<file path="config.mk">
export PLATFORM = sky130hd
export DESIGN_NAME = sync_xor_packet_deframer_core
export DESIGN_NICKNAME = d
export VERILOG_FILES = /design/src/sv/sxpd_pkg.sv /design/src/sv/sync_xor_packet_deframer_core.sv
export VERILOG_INCLUDE_DIRS = /design/src /design/src/sv
export SDC_FILE = /design/constraint.sdc
export NUM_CORES = 1
export LEC_CHECK = 0
export ABC_AREA = 0
export BUFFER_PORTS_ARGS = -buffer_cell sky130_fd_sc_hd__buf_2
export CAP_MARGIN = 20
export CORE_MARGIN = 1.5
export CORE_UTILIZATION = 51
export DETAILED_ROUTE_END_ITERATION = 8
export GPL_TIMING_DRIVEN = 1
export PLACE_DENSITY_LB_ADDON = 0.3
export SLEW_MARGIN = 10
export SYNTH_ARGS = -nofsm -noshare
export SYNTH_HDL_FRONTEND = slang
export SYNTH_SLANG_ARGS = --single-unit
export TNS_END_PERCENT = 20
</file>
<file path="constraint.sdc">
create_clock -name clk_i -period 4.79 [get_ports clk_i]
set_input_delay 0.2395 -clock clk_i [delete_from_list [all_inputs] [get_ports clk_i]]
set_output_delay 0.2395 -clock clk_i [all_outputs]
set_load 0.05 [all_outputs]
</file>
<file path="src/sv/assert_macros.svh">
// ----------------------------------------------------------------------------
// assert_macros
// Concurrent assertion helpers shared by the RTL; they compile away under
// SYNTHESIS.
// ----------------------------------------------------------------------------
`ifndef ASSERT_MACROS_SVH
`define ASSERT_MACROS_SVH

`ifndef SYNTHESIS

// The condition holds at every clock edge outside reset.
`define ASSERT_ALWAYS(lbl, clk, rst_n, p) \
  lbl: assert property (@(posedge clk) disable iff (!rst_n) (p)) \
    else $error("assertion failed");

// When the antecedent holds, the consequent holds in the same cycle.
`define ASSERT_IMPL(lbl, clk, rst_n, a, c) \
  lbl: assert property (@(posedge clk) disable iff (!rst_n) (a) |-> (c)) \
    else $error("assertion failed");

// When the antecedent holds, the consequent holds in the next cycle.
`define ASSERT_NEXT(lbl, clk, rst_n, a, c) \
  lbl: assert property (@(posedge clk) disable iff (!rst_n) (a) |=> (c)) \
    else $error("assertion failed");

`else

`define ASSERT_ALWAYS(lbl, clk, rst_n, p)
`define ASSERT_IMPL(lbl, clk, rst_n, a, c)
`define ASSERT_NEXT(lbl, clk, rst_n, a, c)

`endif

`endif

</file>
<file path="src/sv/sxpd_pkg.sv">
// ----------------------------------------------------------------------------
// sxpd_pkg
// Types and constants of the sync-byte packet deframer: byte positions
// within a packet, configuration register indexes and their reset values.
// ----------------------------------------------------------------------------
`default_nettype none

package sxpd_pkg;

  localparam int unsigned ByteW   = 8;
  localparam int unsigned WordW   = 16;
  localparam int unsigned PosW    = 4;
  localparam int unsigned CfgIdxW = 2;

  typedef logic [ByteW-1:0]   byte_t;
  typedef logic [WordW-1:0]   word_t;
  typedef logic [PosW-1:0]    byte_pos_t;
  typedef logic [CfgIdxW-1:0] cfg_idx_t;

  // Position of the next expected byte within a packet.
  localparam byte_pos_t PosHunt   = 4'd0;
  localparam byte_pos_t PosSecond = 4'd1;
  localparam byte_pos_t PosType   = 4'd2;
  localparam byte_pos_t PosFlag   = 4'd3;
  localparam byte_pos_t PosXHi    = 4'd4;
  localparam byte_pos_t PosXLo    = 4'd5;
  localparam byte_pos_t PosYHi    = 4'd6;
  localparam byte_pos_t PosYLo    = 4'd7;
  localparam byte_pos_t PosRadHi  = 4'd8;
  localparam byte_pos_t PosRadLo  = 4'd9;
  localparam byte_pos_t PosDistHi = 4'd10;
  localparam byte_pos_t PosDistLo = 4'd11;
  localparam byte_pos_t PosCheck  = 4'd12;

  // Configuration register indexes.
  localparam cfg_idx_t CfgFirstSync  = 2'd0;
  localparam cfg_idx_t CfgSecondSync = 2'd1;
  localparam cfg_idx_t CfgDetectType = 2'd2;

  // Configuration reset values.
  localparam byte_t FirstSyncRst  = 8'd170;
  localparam byte_t SecondSyncRst = 8'd85;
  localparam byte_t DetectTypeRst = 8'd1;

endpackage

`default_nettype wire

</file>
<file path="src/sv/sync_xor_packet_deframer_core.sv">
// ----------------------------------------------------------------------------
// sync_xor_packet_deframer_core
// Hunts for 13-byte sync-framed packets with an XOR check byte and reports
// the fields of each valid detection packet.
// ----------------------------------------------------------------------------
// Usage: received bytes enter on rx_byte_i with in_valid_i; a byte is taken
// at a clock edge where in_valid_i is high and in_stall_o is low. Every byte
// is handled as taken, so one byte per unstalled cycle is sustained. A packet is
// two sync bytes, type, flag, four big-endian 16-bit words and a check byte
// equal to the XOR of the type byte through the last word byte.
// When the check byte of a packet arrives and both the checksum and the type
// match, one result appears on the output channel in the following cycle
// and holds while out_stall_i is high. Bytes that give no result keep flowing
// while a result waits; only a check byte is held off by in_stall_o while an
// earlier result is still stalled at the output register.
// Configuration writes (first sync, second sync, detection type) are taken
// on the cfg channel in any cycle; cfg_ready_o is always high. They are
// meant to be written while no packet is in progress.
// Reset returns the block to hunting for the first sync byte, clears the
// running checksum and the output valid, and loads the sync and type
// registers with 170, 85 and 1.
// ----------------------------------------------------------------------------
`default_nettype none

`include "assert_macros.svh"

module sync_xor_packet_deframer_core (
  input  wire logic                    clk_i,
  input  wire logic                    rst_ni,

  input  wire logic                    cfg_valid_i,
  output      logic                    cfg_ready_o,
  input  wire sxpd_pkg::cfg_idx_t      cfg_index_i,
  input  wire sxpd_pkg::byte_t         cfg_data_i,

  input  wire logic                    in_valid_i,
  output      logic                    in_stall_o,
  input  wire sxpd_pkg::byte_t         rx_byte_i,

  output      logic                    out_valid_o,
  input  wire logic                    out_stall_i,
  output      logic                    target_present_o,
  output      sxpd_pkg::word_t         x_position_o,
  output      sxpd_pkg::word_t         y_position_o,
  output      sxpd_pkg::word_t         radius_pixels_o,
  output      sxpd_pkg::word_t         distance_mm_o
);

  // Configuration registers.
  sxpd_pkg::byte_t first_sync_q, second_sync_q, detect_type_q;
  logic            cfg_we;

  // Framing state.
  sxpd_pkg::byte_pos_t byte_pos_q, byte_pos_d;
  sxpd_pkg::byte_t     xor_q, xor_d;

  // Packet fields captured as their bytes arrive.
  sxpd_pkg::byte_t type_q;
  logic            flag_q;
  sxpd_pkg::word_t x_q, y_q, rad_q, dist_q;

  // Output register.
  logic            out_valid_q, out_valid_d;
  logic            result_hit;
  logic            in_accept, out_accept;
  logic            at_check;

  assign cfg_ready_o = 1'b1;
  assign cfg_we      = cfg_valid_i & cfg_ready_o;

  always_ff @(posedge clk_i or negedge rst_ni) begin
    if (!rst_ni) begin
      first_sync_q  <= sxpd_pkg::FirstSyncRst;
      second_sync_q <= sxpd_pkg::SecondSyncRst;
      detect_type_q <= sxpd_pkg::DetectTypeRst;
    end else if (cfg_we) begin
      case (cfg_index_i)
        sxpd_pkg::CfgFirstSync:  first_sync_q  <= cfg_data_i;
        sxpd_pkg::CfgSecondSync: second_sync_q <= cfg_data_i;
        sxpd_pkg::CfgDetectType: detect_type_q <= cfg_data_i;
        default: ;
      endcase
    end
  end

  // Only a check byte can produce a result, so only it waits for room.
  assign at_check   = (byte_pos_q == sxpd_pkg::PosCheck);
  assign in_stall_o = at_check & out_valid_q & out_stall_i;
  assign in_accept  = in_valid_i & ~in_stall_o;
  assign out_accept = out_valid_q & ~out_stall_i;

  always_comb begin
    byte_pos_d = byte_pos_q;
    xor_d      = xor_q;
    result_hit = 1'b0;
    if (in_accept) begin
      case (byte_pos_q)
        sxpd_pkg::PosSecond: begin
          if (rx_byte_i == second_sync_q) begin
            byte_pos_d = sxpd_pkg::PosType;
            xor_d      = '0;
          end else if (rx_byte_i == first_sync_q) begin
            byte_pos_d = sxpd_pkg::PosSecond;
          end else begin
            byte_pos_d = sxpd_pkg::PosHunt;
          end
        end
        sxpd_pkg::PosType, sxpd_pkg::PosFlag,
        sxpd_pkg::PosXHi, sxpd_pkg::PosXLo,
        sxpd_pkg::PosYHi, sxpd_pkg::PosYLo,
        sxpd_pkg::PosRadHi, sxpd_pkg::PosRadLo,
        sxpd_pkg::PosDistHi, sxpd_pkg::PosDistLo: begin
          xor_d      = xor_q ^ rx_byte_i;
          byte_pos_d = byte_pos_q + sxpd_pkg::byte_pos_t'(1);
        end
        sxpd_pkg::PosCheck: begin
          byte_pos_d = sxpd_pkg::PosHunt;
          result_hit = (rx_byte_i == xor_q) && (type_q == detect_type_q);
        end
        default: begin
          // Hunting, and any position past the check byte is treated alike.
          byte_pos_d = (rx_byte_i == first_sync_q) ? sxpd_pkg::PosSecond
                                                   : sxpd_pkg::PosHunt;
        end
      endcase
    end
  end

  assign out_valid_d = result_hit | (out_valid_q & ~out_accept);

  always_ff @(posedge clk_i or negedge rst_ni) begin
    if (!rst_ni) begin
      byte_pos_q  <= sxpd_pkg::PosHunt;
      xor_q       <= '0;
      out_valid_q <= 1'b0;
    end else begin
      byte_pos_q  <= byte_pos_d;
      xor_q       <= xor_d;
      out_valid_q <= out_valid_d;
    end
  end

  // Field capture; each register is written only at its own byte position.
  always_ff @(posedge clk_i) begin
    if (in_accept) begin
      case (byte_pos_q)
        sxpd_pkg::PosType:   type_q          <= rx_byte_i;
        sxpd_pkg::PosFlag:   flag_q          <= (rx_byte_i != '0);
        sxpd_pkg::PosXHi:    x_q[15:8]       <= rx_byte_i;
        sxpd_pkg::PosXLo:    x_q[7:0]        <= rx_byte_i;
        sxpd_pkg::PosYHi:    y_q[15:8]       <= rx_byte_i;
        sxpd_pkg::PosYLo:    y_q[7:0]        <= rx_byte_i;
        sxpd_pkg::PosRadHi:  rad_q[15:8]     <= rx_byte_i;
        sxpd_pkg::PosRadLo:  rad_q[7:0]      <= rx_byte_i;
        sxpd_pkg::PosDistHi: dist_q[15:8]    <= rx_byte_i;
        sxpd_pkg::PosDistLo: dist_q[7:0]     <= rx_byte_i;
        default: ;
      endcase
    end
  end

  // Result payload register, loaded only when a new result is made.
  logic            res_flag_q;
  sxpd_pkg::word_t res_x_q, res_y_q, res_rad_q, res_dist_q;

  always_ff @(posedge clk_i) begin
    if (result_hit) begin
      res_flag_q <= flag_q;
      res_x_q    <= x_q;
      res_y_q    <= y_q;
      res_rad_q  <= rad_q;
      res_dist_q <= dist_q;
    end
  end

  assign out_valid_o      = out_valid_q;
  assign target_present_o = res_flag_q;
  assign x_position_o     = res_x_q;
  assign y_position_o     = res_y_q;
  assign radius_pixels_o  = res_rad_q;
  assign distance_mm_o    = res_dist_q;

  `ASSERT_ALWAYS(a_pos_in_range, clk_i, rst_ni,
                 byte_pos_q <= sxpd_pkg::PosCheck)
  `ASSERT_NEXT(a_check_returns_to_hunt, clk_i, rst_ni,
               in_accept && at_check, byte_pos_q == sxpd_pkg::PosHunt)
  `ASSERT_IMPL(a_result_from_check_byte, clk_i, rst_ni, $rose(out_valid_q),
               $past(in_accept) && ($past(byte_pos_q) == sxpd_pkg::PosCheck))
  `ASSERT_NEXT(a_sync_clears_xor, clk_i, rst_ni,
               in_accept && (byte_pos_q == sxpd_pkg::PosSecond) &&
               (rx_byte_i == second_sync_q), xor_q == '0)
  `ASSERT_IMPL(a_no_result_overwrite, clk_i, rst_ni,
               result_hit, !(out_valid_q && out_stall_i))

endmodule

`default_nettype wire

</file>
# ---- Word-level counts from Yosys, hierarchy flattened
# Index checks and enable logic that the tools add are counted.
dict set report classes {
  n_addsub 1
  eq_ne 19
  muxes 7
  n_bitwise 10
  n_reduce_logical 19
}
# cell n
set op_table {}
lappend op_table {{$eq 8x8->1} 4}
lappend op_table {{$reduce_and 2->1} 13}
lappend op_table {{$eq 4x4->1 const B} 5}
lappend op_table {{$eq 4x3->1 const B} 4}
lappend op_table {{$pmux 8 s2} 1}
lappend op_table {{$pmux 4 s3} 1}
lappend op_table {{$reduce_or 10->1} 1}
lappend op_table {{$eq 4x2->1 const B} 2}
lappend op_table {{$mux 8} 1}
lappend op_table {{$reduce_bool 8->1} 1}
lappend op_table {{$xor 8x8->8} 1}
lappend op_table {{$and 1x1->1} 5}
lappend op_table {{$add 4x1->4 const B} 1}
lappend op_table {{$eq 4x1->1 const B} 1}
lappend op_table {{$mux 1} 3}
lappend op_table {{$not 1->1} 3}
lappend op_table {{$reduce_and 3->1} 1}
lappend op_table {{$eq 2x1->1 const B} 1}
lappend op_table {{$eq 2x2->1 const B} 1}
lappend op_table {{$logic_not 2->1} 1}
lappend op_table {{$mux 2} 1}
lappend op_table {{$ne 2x2->1 const B} 1}
lappend op_table {{$reduce_bool 2->1} 1}
lappend op_table {{$logic_and 1x1->1} 1}
lappend op_table {{$or 1x1->1} 1}
dict set report totals {
  ff_bits 175
  input_bits 23
  wordCells 77
}

# ---- Depth between registers and ports, before layout
dict set report logic_depth {
  word_depth 7
  ltp_mapped 9
}

# ---- Worst setup path after synthesis
# No wires, ideal clock.
dict set report synth_timing {
  kind {reg-to-reg}
  startpoint {register byte_pos_q[0]}
  endpoint {register res_dist_q[0], in the netlist distance_mm_o[0], enable pin}
  required_time_ns 4.302
  path_stages_with_launch 8
  arrival_time_ns 3.953
  setup_slack_ns 0.349
  setup_ns 0.488
  n_path_buf 1
  cell_sequence {dfrtp_1 inv_1 ha_1 nand3_1 o21a_1 buf_2 nand4bb_1 nor2_1}
}
dict set report synth_between {
  elab_chain_len 6
  elab_cells_between_ends 7
  cone_classes {eq/ne (1); mux (2); bitwise (4)}
}
# item line_no
set synth_lines {}
lappend synth_lines {{from (decl)} sync_xor_packet_deframer_core.sv:54} ;# sxpd_pkg::byte_pos_t byte_pos_q, byte_pos_d;
lappend synth_lines {{from (signal assigned)} sync_xor_packet_deframer_core.sv:133} ;# byte_pos_q <= sxpd_pkg::PosHunt;
lappend synth_lines {{from (signal assigned)} sync_xor_packet_deframer_core.sv:137} ;# byte_pos_q <= byte_pos_d;
lappend synth_lines {{$eq 4x4->1 (*)} {sync_xor_packet_deframer_core.sv:87, sync_xor_packet_deframer_core.sv:97}}
lappend synth_lines {{$and 1x1->1 (2 in series)} sync_xor_packet_deframer_core.sv:88} ;# assign in_stall_o = at_check & out_valid_q & out_stall_i;
lappend synth_lines {{$not 1->1} sync_xor_packet_deframer_core.sv:89} ;# assign in_accept = in_valid_i & ~in_stall_o;
lappend synth_lines {{$and 1x1->1} sync_xor_packet_deframer_core.sv:89}
lappend synth_lines {{$mux 1 (*)} sync_xor_packet_deframer_core.sv:96} ;# if (in_accept) begin
lappend synth_lines {{named net result_hit} sync_xor_packet_deframer_core.sv:64} ;# logic result_hit;
lappend synth_lines {{to (signal assigned)} sync_xor_packet_deframer_core.sv:172} ;# res_dist_q <= dist_q;
lappend synth_lines {{to (decl)} sync_xor_packet_deframer_core.sv:164} ;# sxpd_pkg::word_t res_x_q, res_y_q, res_rad_q, res_dist_q;
# Mark *: on every way through the listed nets, which the timed path passes. The rest lies on a longest branch.
# A chain may end at the register's enable or synchronous reset.

# ---- Final worst setup path
dict set report layout_timing {
  startpoint {register byte_pos_q[0]}
  endpoint {register res_dist_q[2], in the netlist distance_mm_o[2], enable pin}
}
# Same word-level chain as after synthesis.

==> metrics.md <==
| Metric | Value |
|---|---|
| Minimum clock period | `slightly below 3 ns` |
| R2r setup slk | `~1.9 ns` |
| Initial antenna violation count | `0` |
| Worst Path Buf+Inv | `2` |
| Setup Buffers After CTS | `0` |
| TritonCTS Sinks | `between 150 and 200` |
| HP Class | `in2reg` |
| Worst skew pair latency | `0.43 ns` |
| Setup crit end kind | `register` |
| Final count of pins violating max slew | `0` |
| Chip Width | `114 um` |
| Yosys top cell area share | `0.660` |
| H-tree Lvls | `4` |
| VDD IR max | `about 280 uV` |
| Fmax | `about 350 MHz` |
| Setup_tns | `0 ns` |
| Syn Area/Cell | `18.9 sq um` |
| Clock Skews | `~0.0076 ns` |
| Req. time, crit path | `4.85 ns` |
| Gp weighted congestion | `0.793` |
| Cells after Synth | `333` |
| Die Area | `13,000 sq um` |
| Area delta synth->final | `18.7%` |
| # rows | `40` |
| Total Power | `3.17 mW` |
| Crit path max-delay family | `buffers and inverters` |
| Starting Density | `0.523` |
| Slew margin rel. | `0.439` |
| Num CTS Buffers | `17` |
| RSZ-0062 raised after global routing | `false` |
| NumNets Final | `463` |
| Post-synth EDFFs | `between 100 and 150` |
| Power Internal | `2.49 mW` |
| Worst setup startpoint | `byte_pos_q[0]$_DFFE_PN0P_` |
| Power Dens Cells | `roughly 430 nW/um^2` |
| TritonCTS clock tree | `built` |
| Adder-Cell Fraction of Synth Area | `0.00797` |
| Reg-to-reg startpoint | `byte_pos_q[0]$_DFFE_PN0P_` |
| Pin slew with the least headroom to its limit | `around 0.84 ns` |
| Max incr delay on CP | `0.64 ns` |
| CP cell instances | `inv_1 > ha_1 > nand3_1 > o21a_1 > nand4bb_1 > nor2_4 > buf_4` |
| Number of setup violations in the final report | `0` |
| DRC Markers | `0` |
| LEAKAGE | `2.70 nW` |
| Proportion of layout cells with a drive suffix above 1 | `0.352` |
| Tot GR Track Use | `0.178` |
| DPL Wire Length | `6880 um` |
| Library cells used by synthesis | `39` |
| PortBufs | `89` |
| First-pass GRT wire length | `between 15,000 and 20,000 um` |
| Synth Area in Simple Gates | `0.0572` |
| Combinational family with the most area after synthesis | `simple AND/OR/NAND/NOR gates` |
| Min Hold Slack | `0.0800 ns` |
| Yosys Warn Count | `0` |
| Via/cell ratio | `5.26` |
| Reg clk slew, reported paths | `around 0.060 ns` |
| CP Class | `reg2reg` |
| Syn Nets | `360` |
| Seq/Total Area, Yosys | `0.809` |
| Final hold vios | `0` |
| Critical path arrival | `2.94 ns` |
| Antenna viol nets, final | `0` |
| Seq cells post-synth | `175` |
| Top cells by area, synth | `edfxtp_1, dfrtp_1, mux2_2` |
| CP Depth | `7` |
| Cell Area, Synth | `between 6000 and 7000 sq um` |
| Post-synth top cells | `edfxtp_1, dfrtp_1, mux2_2` |
| Reg power frac | `0.540` |
| Max Cap Viol | `0` |
| Routed Wire Length | `10,700 um` |
| Initial detailed-routing violation count | `277` |
| Pre-Repair DR Iteration Count | `4` |
| Async S/R FF share, synth | `0.211` |
| Total global routing overflow | `0` |
| R2R cell count | `7` |
| Root Buffer | `clkbuf_16` |
| CP Max Fanout | `65` |
| # diodes | `0` |
| Die Ht | `114 um` |
| Largest net degree at the start of global routing | `66` |
| Core Box Area | `12,000 sq um` |
| Vias in the first global route | `a little over 3k` |
| Switching share of power | `0.214` |
| Mux contribution to synthesized area | `0.0431` |
| Xor-xnor portion of the synthesized cell area | `0.0335` |
| CP max-delay cell | `buf_4` |
| Outcome | `finished, final reports clean` |
| Period utilization | `0.602` |
| Clock share of power | `0.407` |
| Post-synthesis compound-gate area fraction | `0.0395` |
| CP endpoint | `distance_mm_o[2]$_DFFE_PP_` |
| I/O pin total | `91` |
| Clock Path Buffers | `2` |
| Top-count cell post-synth | `edfxtp_1` |
| Cell taking the most area after synthesis | `edfxtp_1` |
| R2R Path End | `distance_mm_o[2]$_DFFE_PP_` |
| Worst Setup Start Kind | `register` |
| Drt wl/cell | `roughly 18 um` |
| Fillers | `874` |
| Combinational power share | `0.052` |
| Top FF cell, synth | `edfxtp_1` |
| Net Sw Power | `0.680 mW` |
| Routed vias | `3,137` |
-- flip-flops by register name, summed over array words and instances (netlist names) --
name              cells
radius_pixels_o      16
first_sync_q          8
target_present_o      1
x_position_o         16
byte_pos_q            4
detect_type_q         8
second_sync_q         8
type_q                8
xor_q                 8
flag_q                1
y_q                  16
dist_q               16
distance_mm_o        16
out_valid_o           1
y_position_o         16
x_q                  16
rad_q                16
-- power groups by stage --
stage | combinational, mW | clock (mW) | sequential, mW
2_1_floorplan | 0.114 | 0 | 1.74
3_3_place_gp | 0.162 | 0 | 1.74
3_5_place_dp | 0.166 | 0 | 1.75
4_1_cts | 0.168 | 1.31 | 1.71
5_1_grt | 0.183 | 1.38 | 1.72
6_report | 0.165 | 1.29 | 1.71
-- per-stage QoR --
stage	cell area, sq um	std cells	util	setup WS [ns]
2_1_floorplan	6280	333	-	0.349
3_3_place_gp	6880	563	0.573	2.09
3_5_place_dp	6880	563	0.573	1.93
4_1_cts	7450	596	0.620	1.91
5_1_grt	7450	596	0.620	1.63
6_report	7450	596	0.620	1.90
-- cell families (layout without fill, tap and decap cells) --
logic type,after synthesis,after routing
AOI/OAI and AO/OA,32,32
xor gates and xnor gates,24,24
adders and majority gates,4,4
buffers and inverters,10,126
DFF,175,175
muxes,24,24
other,1,1
and+or+nand+nor,63,63
-- final cells by class --
cell class / instances / area, sq um / share of cell area
Sequential cell: 175 / 5080 / 0.682
Multi-Input combinational cell: 148 / 1150 / 0.154
Clock inverter: 14 / 134 / 0.0180
Inverter: 3 / 11.3 / 0.00151
Clock buffer: 18 / 429 / 0.0576
Timing Repair Buffer: 91 / 463 / 0.0621
Tap cell: 147 / 184 / 0.0247
-- cell usage in the layout (no fill, tap or decap), types with 2 or more instances in the layout --
cell and count:
edfxtp_1 138, buf_2 89, dfrtp_1 28, mux2_2 24
xnor2_1 22, clkbuf_16 17, nor2b_1 14, nand2_1 11
nor2_1 11, dfstp_2 9, a31oi_1 8, o2bb2ai_1 7
nand4_1 6, nor4_1 6, o21ai_0 6, ha_1 4
inv_1 3, clkinv_4 3, inv_6 3, xor2_1 2
nor3_1 2, and2b_1 2, and3_1 2, nand2b_1 2
nand3b_1 2, a22o_1 2, inv_8 2, clkinv_2 2
clkinvlp_4 2
-- repair_timing --
| item | 4_1_cts | 5_1_grt |
|---|---|---|
| setup endpoints to repair | 0 | 0 |
| hold buffers | 1 | 0 |
| hold endpoints to repair | 28 | 0 |
| resized for setup | 0 | 0 |
-- worst reg2reg max path: stages (launching register included) --
cell and delay, ns:
dfrtp_1 0.43, inv_1 0.09, ha_1 0.25, nand3_1 0.17, o21a_1 0.52, nand4bb_1 0.26, nor2_4 0.12, buf_4 0.64
-- worst min path at each step --
| stage | from | endpoint | slack, ns | depth (start not counted) |
|---|---|---|---|---|
| 6_report | cfg_data_i[3] | detect_type_q[3]$_DFFE_PN0P_ | 0.08 | 2 |
| 5_1_grt | cfg_data_i[5] | second_sync_q[5]$_DFFE_PN0P_ | 0.07 | 2 |
| 4_1_cts | cfg_data_i[3] | detect_type_q[3]$_DFFE_PN0P_ | 0.06 | 2 |
| 3_5_place_dp | rst_ni | second_sync_q[3]$_DFFE_PN0P_ | 0.39 | 1 |
| 3_3_place_gp | rst_ni | second_sync_q[3]$_DFFE_PN0P_ | 0.38 | 1 |
| 2_1_floorplan | rst_ni | byte_pos_q[0]$_DFFE_PN0P_ | -0.06 | 0 |
-- per-layer routing --
metal / routed length, um / up-vias / track usage
met2: 5330 / 97 / 0.286
met1: 4600 / 1539 / 0.225
met3: 519 / 21 / 0.0590
met5: 0 / - / 0
met4: 197 / 0 / 0.0717
li1: - / 1480 / -
(Power assumes the default switching activity.)
